### src/rtl/velocity_vector_from_segment_macros.svh
`ifndef VELOCITY_VECTOR_FROM_SEGMENT_MACROS_SVH
`define VELOCITY_VECTOR_FROM_SEGMENT_MACROS_SVH

// same-cycle implication, reset masked
`define VVFS_ASSERT_NOW(lbl, a, c) \
	lbl: assert property (@(posedge clk) disable iff (!arst_n) (a) |-> (c)) \
		else $error("check failed");

// next-cycle implication, reset masked
`define VVFS_ASSERT_NEXT(lbl, a, c) \
	lbl: assert property (@(posedge clk) disable iff (!arst_n) (a) |=> (c)) \
		else $error("check failed");

`endif

### src/rtl/vvfs_pkg.sv
`timescale 1ns / 1ps
package vvfs_pkg;
	localparam int FRAC_BITS = 16;
	localparam int DW = 33;
	localparam int SW = 67;
	localparam int RAD_W = SW + 2 * FRAC_BITS;
	localparam int RW = (RAD_W + 1) / 2;
	localparam int NW = 64 + FRAC_BITS;
	localparam int QW = 32;

	typedef struct packed {
		logic [2:0][NW-1:0] num;
		logic [2:0]         neg;
		logic               degen;
	} sq_pl_t;

	typedef struct packed {
		logic [RW-1:0]         r;
		logic [2:0][RW-1:0]    rem;
		logic [2:0][QW-1:0]    nlow;
		logic [2:0][QW-1:0]    q;
		logic [2:0]            neg;
		logic                  degen;
	} dv_t;
endpackage

### src/rtl/vvfs_sqrt_cell.sv
`timescale 1ns / 1ps
module vvfs_sqrt_cell (
	input  logic                           clk,
	input  logic                           arst_n,
	input  logic                           en,
	input  logic                           vld_i,
	input  logic [2*vvfs_pkg::RW-1:0]      rad_i,
	input  logic [vvfs_pkg::RW:0]          rem_i,
	input  logic [vvfs_pkg::RW-1:0]        root_i,
	input  vvfs_pkg::sq_pl_t               pl_i,
	output logic                           vld_o,
	output logic [2*vvfs_pkg::RW-1:0]      rad_o,
	output logic [vvfs_pkg::RW:0]          rem_o,
	output logic [vvfs_pkg::RW-1:0]        root_o,
	output vvfs_pkg::sq_pl_t               pl_o
);
	import vvfs_pkg::*;

	logic [RW+2:0] t;
	logic [RW+2:0] trial;
	logic [RW+2:0] nrem;
	logic          ge;

	always_comb begin
		t = {rem_i, rad_i[2*RW-1 -: 2]};
		trial = {1'b0, root_i, 2'b01};
		ge = (t >= trial);
		nrem = ge ? (t - trial) : t;
	end

	always_ff @(posedge clk or negedge arst_n) begin
		if (!arst_n) begin
			vld_o <= 1'b0;
		end else if (en) begin
			vld_o <= vld_i;
		end
	end

	always_ff @(posedge clk) begin
		if (en) begin
			rad_o <= {rad_i[2*RW-3:0], 2'b00};
			rem_o <= nrem[RW:0];
			root_o <= {root_i[RW-2:0], ge};
			pl_o <= pl_i;
		end
	end
endmodule

### config.mk
export PLATFORM = sky130hd
export DESIGN_NAME = vvfs_sqrt_cell
export DESIGN_NICKNAME = d
export VERILOG_FILES = /design/src/rtl/velocity_vector_from_segment_macros.svh /design/src/rtl/vvfs_pkg.sv /design/src/rtl/vvfs_sqrt_cell.sv
export SDC_FILE = /design/constraint.sdc
export NUM_CORES = 1
export LEC_CHECK = 0
export BUFFER_PORTS_ARGS = -buffer_cell sky130_fd_sc_hd__clkbuf_2
export CORE_AREA = 4 4 347 349
export DETAILED_ROUTE_END_ITERATION = 8
export DIE_AREA = 0 0 351 353
export SYNTH_ARGS = -nofsm -noshare
export SYNTH_HDL_FRONTEND = slang
export SYNTH_SLANG_ARGS = --single-unit
### constraint.sdc
create_clock -name clk -period 0.8 [get_ports clk]
set_input_delay 0.16 -clock clk [delete_from_list [all_inputs] [get_ports clk]]
set_output_delay 0.16 -clock clk [all_outputs]
set_load 0.01 [all_outputs]
# ---- Word-level counts from Yosys, hierarchy flattened
# Index checks and enable logic that the tools add are counted.
dict set report totals {
  reg_bits 444
  input_bits 449
}
dict set report op_classes {
  add_sub_neg 1
  magnitude_cmp 1
  n_mux 1
}
# op count
set ops {}
lappend ops {{>= comparator 53 x 52 -> 1 bit} 1}
lappend ops {{2-to-1 mux 51 bit} 1}
lappend ops {{subtractor 51 bit} 1}

# ---- Longest topological paths before layout
dict set report logic_depth {
  depth_word 2
  ltp_mapped 14
}

# ---- Worst setup path before layout
# OpenSTA, ideal clock, no wires.
dict set report synth_timing {
  path_kind {input port to flip-flop}
  from {input root_i[15] (netlist bit)}
  to {register rem_o[10] (netlist bit) (data pin)}
  setup_time_ps 260
  arrival_time_ps 2792
  t_required_ps 540
  setup_slack_ps -2252
  stages 14
  path_cell_list {inv_1 ha_1 buf_2 and4_1 and2_1 a221oi_2 nor2_1 a221o_1 a31oi_4 nor3_1 o31ai_4 o21ai_4 buf_6 mux2_4}
}
dict set report synth_between {
  elab_chain_cells 2
}
# element line
set synth_lines {}
lappend synth_lines {{from (decl)} vvfs_sqrt_cell.sv:9} ;# input logic [vvfs_pkg::RW-1:0] root_i,
lappend synth_lines {{>= comparator 53 x 52 -> 1 bit} vvfs_sqrt_cell.sv:27} ;# ge = (t >= trial);
lappend synth_lines {{2-to-1 mux 51 bit} vvfs_sqrt_cell.sv:28} ;# nrem = ge ? (t - trial) : t;
lappend synth_lines {{named net nrem[10]} vvfs_sqrt_cell.sv:21} ;# logic [RW+2:0] nrem;
lappend synth_lines {{to (signal assigned)} vvfs_sqrt_cell.sv:42} ;# rem_o <= nrem[RW:0];
lappend synth_lines {{to (decl)} vvfs_sqrt_cell.sv:13} ;# output logic [vvfs_pkg::RW:0] rem_o,
# The timed path passes the listed nets, and every way through them passes these cells.
# A chain may end at the register's enable or synchronous reset.

# ---- Final worst setup path
dict set report layout_timing {
  from {input root_i[15] (netlist bit)}
  to {register rem_o[43] (netlist bit) (data pin)}
}
dict set report layout_between {
  elab_chain_cells 2
  elab_cells_between_ends 3
  classes_between {1 x add/sub; 1 x order compare; 1 x mux}
}
# element line
set layout_lines {}
lappend layout_lines {{subtractor 51 bit or >= comparator 53 x 52 -> 1 bit (tied branches)} {vvfs_sqrt_cell.sv:28, vvfs_sqrt_cell.sv:27}}
lappend layout_lines {{2-to-1 mux 51 bit (*)} vvfs_sqrt_cell.sv:28}
lappend layout_lines {{named net nrem[43]} vvfs_sqrt_cell.sv:21}
# The timed path passes the listed nets; every way through them passes the cells marked *.

==> qor_table.md <==
| Result | This run |
|:---|:---|
| Combinational group share of total power | 21.6% |
| Leakage component of the power | 14.6 nW |
| Post-Syn Area | 17400 µm² |
| Die Wd | 351 µm |
| Max_slew headroom | 62.6% |
| Min setup slack post-route | -1.86 ns |
| Number of inserted filler cells in the final layout | 11800 |
| Total net switching power | 18.0 mW |
| Proportion of synthesized chip area in sequential cells | 76.6% |
| WL final | 92200 µm |
| Total Power | 68.3 mW |
| I/O pins | 895 |
| Core Rows | 126 |
| PortBufs | 892 |
| GPL Wtd Cong | 0.885 |
| Worst Path Arrival | 3.03 ns |
| Outcome | finished, violations left |
| Post-route DRC | 0 |
| Post-synthesis cell type count | 64 |
| Capture endpoint of the worst hold path | rem_o[17] |
| Antenna violations before repair | 27 |
| Worst-case vdd ir drop | 0.00152 V |
| Maximum number of pins on one net before global-route repair | 33 |
| Max Clk Rate | 376 MHz |
| Count of endpoints failing setup in the final report | 725 |
| Setup slack after placement | -2.75 ns |
| Worst Setup Start Kind | input pin |
| Pint | 50.3 mW |
| Min-Delay Path Class | in2reg |
| Post-DRT Antenna Nets | 0 |
| Core outline area | 117000 µm² |
| R2r startpoint | vld_o |
| Hold Crit Start | rem_i[15] |
| Synth top area cells | sky130_fd_sc_hd__edfxtp_1, sky130_fd_sc_hd__mux2_4, sky130_fd_sc_hd__ha_1 |
| CTS tree | yes |
| Tightest Pin Transition | 0.555 ns |
| Critical path capture point type | flop |
| Share of Yosys cell area claimed by the top area cell type | 76.4% |
| Final worst-path cycle share | 332% |
| Total GRT Usage | 14.1% |
| Clock Latency Late Sink | 0.61 ns |
| First-pass DRT Iterations | 5 |
| WL per Instance | 21.8 µm |
| Starting density of the core | 14.8% |
| Post-synth EDFFs | 443 |
| Power density of the placed cells | 2030 nW/µm² |
| Hold-fix buffers at CTS | 441 |
| Worst Path Required | 1.17 ns |
| Reg2reg path depth | 1 |
| Final number of max-transition violations | 0 |
| Hold depth | 3 |
| Vias per std cell | 3.71 |
| Unrepaired setup endpoints after global routing | true |
| Detailed placement HPWL | 72300 µm |
| Total non-filler cell area in the finished layout | 33600 µm² |
| Growth of design area from synthesis to finish | 93.0% |
| Clock buffer count from CTS | 51 |
| Die extent in y | 353 µm |
| Clock Sink Count | 444 |
| Dominant synthesized flop cell | sky130_fd_sc_hd__edfxtp_1 |
| Violations in the final reports | negative hold slack, negative setup slack |
| Die Footprint | 124000 µm² |
| Fraction of final layout cells sized beyond drive strength 1 | 50.2% |
| Leftover overflow at the end of global routing | 0 |
| Most frequent cells in the layout | sky130_fd_sc_hd__clkbuf_2, sky130_fd_sc_hd__edfxtp_1, sky130_fd_sc_hd__dlygate4sd3_1 |
| Number of warning messages in the yosys log | 0 |
| Synthesized flop and latch total | 444 |
| Clock period minus final worst setup slack | 2.66 ns |
| Count of mapped cells out of synthesis | 1011 |
| Number of nets at the end of the flow | 3146 |
| Vias post-DR | 15700 |
| R2R setup slack | 0.06 ns |
| Area after DPL | 25900 µm² |
| Synth async-reset ratio | 0.225% |
| Clock slew at the register clock pins of the worst setup and hold paths | 0.05 ns |
| Number of failing hold endpoints at the final stage | 1 |
| Synth area leader | sky130_fd_sc_hd__edfxtp_1 |
| Reg2reg end | vld_o |
| Highest fanout seen on the critical path | 11 |
| Commonest non-fill, non-tap cell in the layout | sky130_fd_sc_hd__clkbuf_2 |
| Global-route wire length before repair | 124000 µm |
| Avg Cell Area, Syn | 17.2 µm² |
| Clock tree root driver cell | sky130_fd_sc_hd__clkbuf_16 |
| MaxCap Viol Count | 0 |
| Start-to-end type of the worst setup path | in2reg |
| Number of DRC markers after the initial detailed-route iteration | 995 |
| Number of global-route vias before repair | 16700 |
| Clock network fraction of total power | 36.1% |
| Worst hold slack after final layout | -0.0404 ns |
| Max Clock Skew | 0 ns |
| Proportion of total power due to net switching | 26.4% |
| Maximum clock path buffer count | 3 |
| H-tree depth reported by CTS | 2 |
| Sequential group share of total power | 42.4% |
==> per-stage QoR <==
| stage | util [%] | std cells | TNS [ns] |
|---|---|---|---|
| 4_1_cts | 28.2 | 4218 | -413.70 |
| 3_3_place_gp | 22.1 | 3675 | -227.53 |
| 6_report | 28.6 | 4234 | -396.03 |
| 2_1_floorplan | - | 1012 | -113.81 |
| 3_5_place_dp | 22.1 | 3675 | -226.43 |
| 5_1_grt | 28.6 | 4225 | -424.84 |
==> Yosys cell counts, types with 3 or more instances <==
library cell / count
sky130_fd_sc_hd__a211oi_1: 4
sky130_fd_sc_hd__a21o_1: 30
sky130_fd_sc_hd__a21oi_1: 58
sky130_fd_sc_hd__a31oi_1: 7
sky130_fd_sc_hd__and4_1: 3
sky130_fd_sc_hd__buf_2: 4
sky130_fd_sc_hd__buf_6: 5
sky130_fd_sc_hd__clkbuf_1: 17
sky130_fd_sc_hd__edfxtp_1: 443
sky130_fd_sc_hd__ha_1: 52
sky130_fd_sc_hd__inv_1: 67
sky130_fd_sc_hd__mux2_4: 47
sky130_fd_sc_hd__nand2_1: 37
sky130_fd_sc_hd__nand2b_1: 5
sky130_fd_sc_hd__nand3_1: 14
sky130_fd_sc_hd__nand4_1: 17
sky130_fd_sc_hd__nor2_1: 38
sky130_fd_sc_hd__nor3_1: 13
sky130_fd_sc_hd__nor4_1: 3
sky130_fd_sc_hd__o211ai_1: 7
sky130_fd_sc_hd__o21ai_0: 24
sky130_fd_sc_hd__o21ai_1: 10
sky130_fd_sc_hd__o21bai_1: 10
sky130_fd_sc_hd__xnor2_1: 30
sky130_fd_sc_hd__xor2_1: 15
==> flip-flops by register name, summed over array words and instances, names as in the netlist <==
register / count
pl_o: 244
root_o: 50
vld_o: 1
rad_o: 98
rem_o: 51
==> routing by layer <==
metal	GRT usage (%)	wire [µm]
met5	0	111
met4	7.62	5330
met3	4.43	7860
met2	23.5	43700
met1	15.9	35100
==> worst max path at each step <==
stage                    start        end  slack, ns
floorplan           root_i[15]  rem_o[10]      -2.21
global placement     root_i[6]   rem_o[5]      -2.74
detailed placement   root_i[6]  rem_o[16]      -2.75
CTS                   rem_i[6]  rem_o[22]      -1.85
global route        root_i[15]  rem_o[22]      -1.91
finish              root_i[15]  rem_o[43]      -1.86
==> critical path, stage by stage <==
cell	delay [ns]
sky130_fd_sc_hd__buf_12	0.11
sky130_fd_sc_hd__inv_12	0.04
sky130_fd_sc_hd__ha_4	0.20
sky130_fd_sc_hd__a211oi_4	0.25
sky130_fd_sc_hd__nor2_4	0.09
sky130_fd_sc_hd__a221oi_2	0.30
sky130_fd_sc_hd__nor2_1	0.08
sky130_fd_sc_hd__a221o_1	0.42
sky130_fd_sc_hd__a31oi_4	0.24
sky130_fd_sc_hd__nor3_4	0.07
sky130_fd_sc_hd__o31ai_4	0.28
sky130_fd_sc_hd__o21ai_4	0.11
sky130_fd_sc_hd__buf_4	0.19
sky130_fd_sc_hd__clkbuf_16	0.19
sky130_fd_sc_hd__mux2_4	0.30
==> timing repair <==
| item | 4_1_cts | 5_1_grt |
|---|---|---|
| endpoints found under the hold margin | 463 | 2 |
| gates resized for setup | 205 | 194 |
| cloned | 3 | 1 |
| setup buffers | 5 | 3 |
| pin swaps | 3 | 27 |
| endpoints found under the setup margin | 496 | 725 |
==> power by group through the flow <==
stage	sequential, mW	combinational, mW	clock [mW]
after floorplan	30.2	3.27	0
after CTS	28.9	14.4	25.4
after global routing	29.1	15.7	26.4
after detailed placement	29.2	11.6	0
after global placement	29.3	11.5	0
final	28.9	14.7	24.6
==> cell families after synthesis <==
kind of cell,after synthesis,synth area share (%)
DFF,444,76.6
AOI/OAI and AO/OA,178,6.76
and+or+nand+nor,144,4.00
buffers and inverters,96,2.36
adders and majority gates,52,3.74
muxes,51,4.31
xor gates and xnor gates,45,2.26
other,1,0.0215
==> cell type report <==
| type | instances | area (µm²) | area share (%) |
|---|---|---|---|
| Clock inverter | 34 | 400 | 1.19 |
| Sequential cell | 444 | 13300 | 39.7 |
| Inverter | 67 | 267 | 0.793 |
| Tap cell | 1536 | 1920 | 5.72 |
| Antenna cell | 12 | 30.0 | 0.0894 |
| Multi-Input combinational cell | 472 | 4010 | 11.9 |
| Clock buffer | 60 | 1330 | 3.96 |
| Timing Repair Buffer | 1609 | 12300 | 36.6 |
No activity file was read; power rests on OpenSTA's default activity.
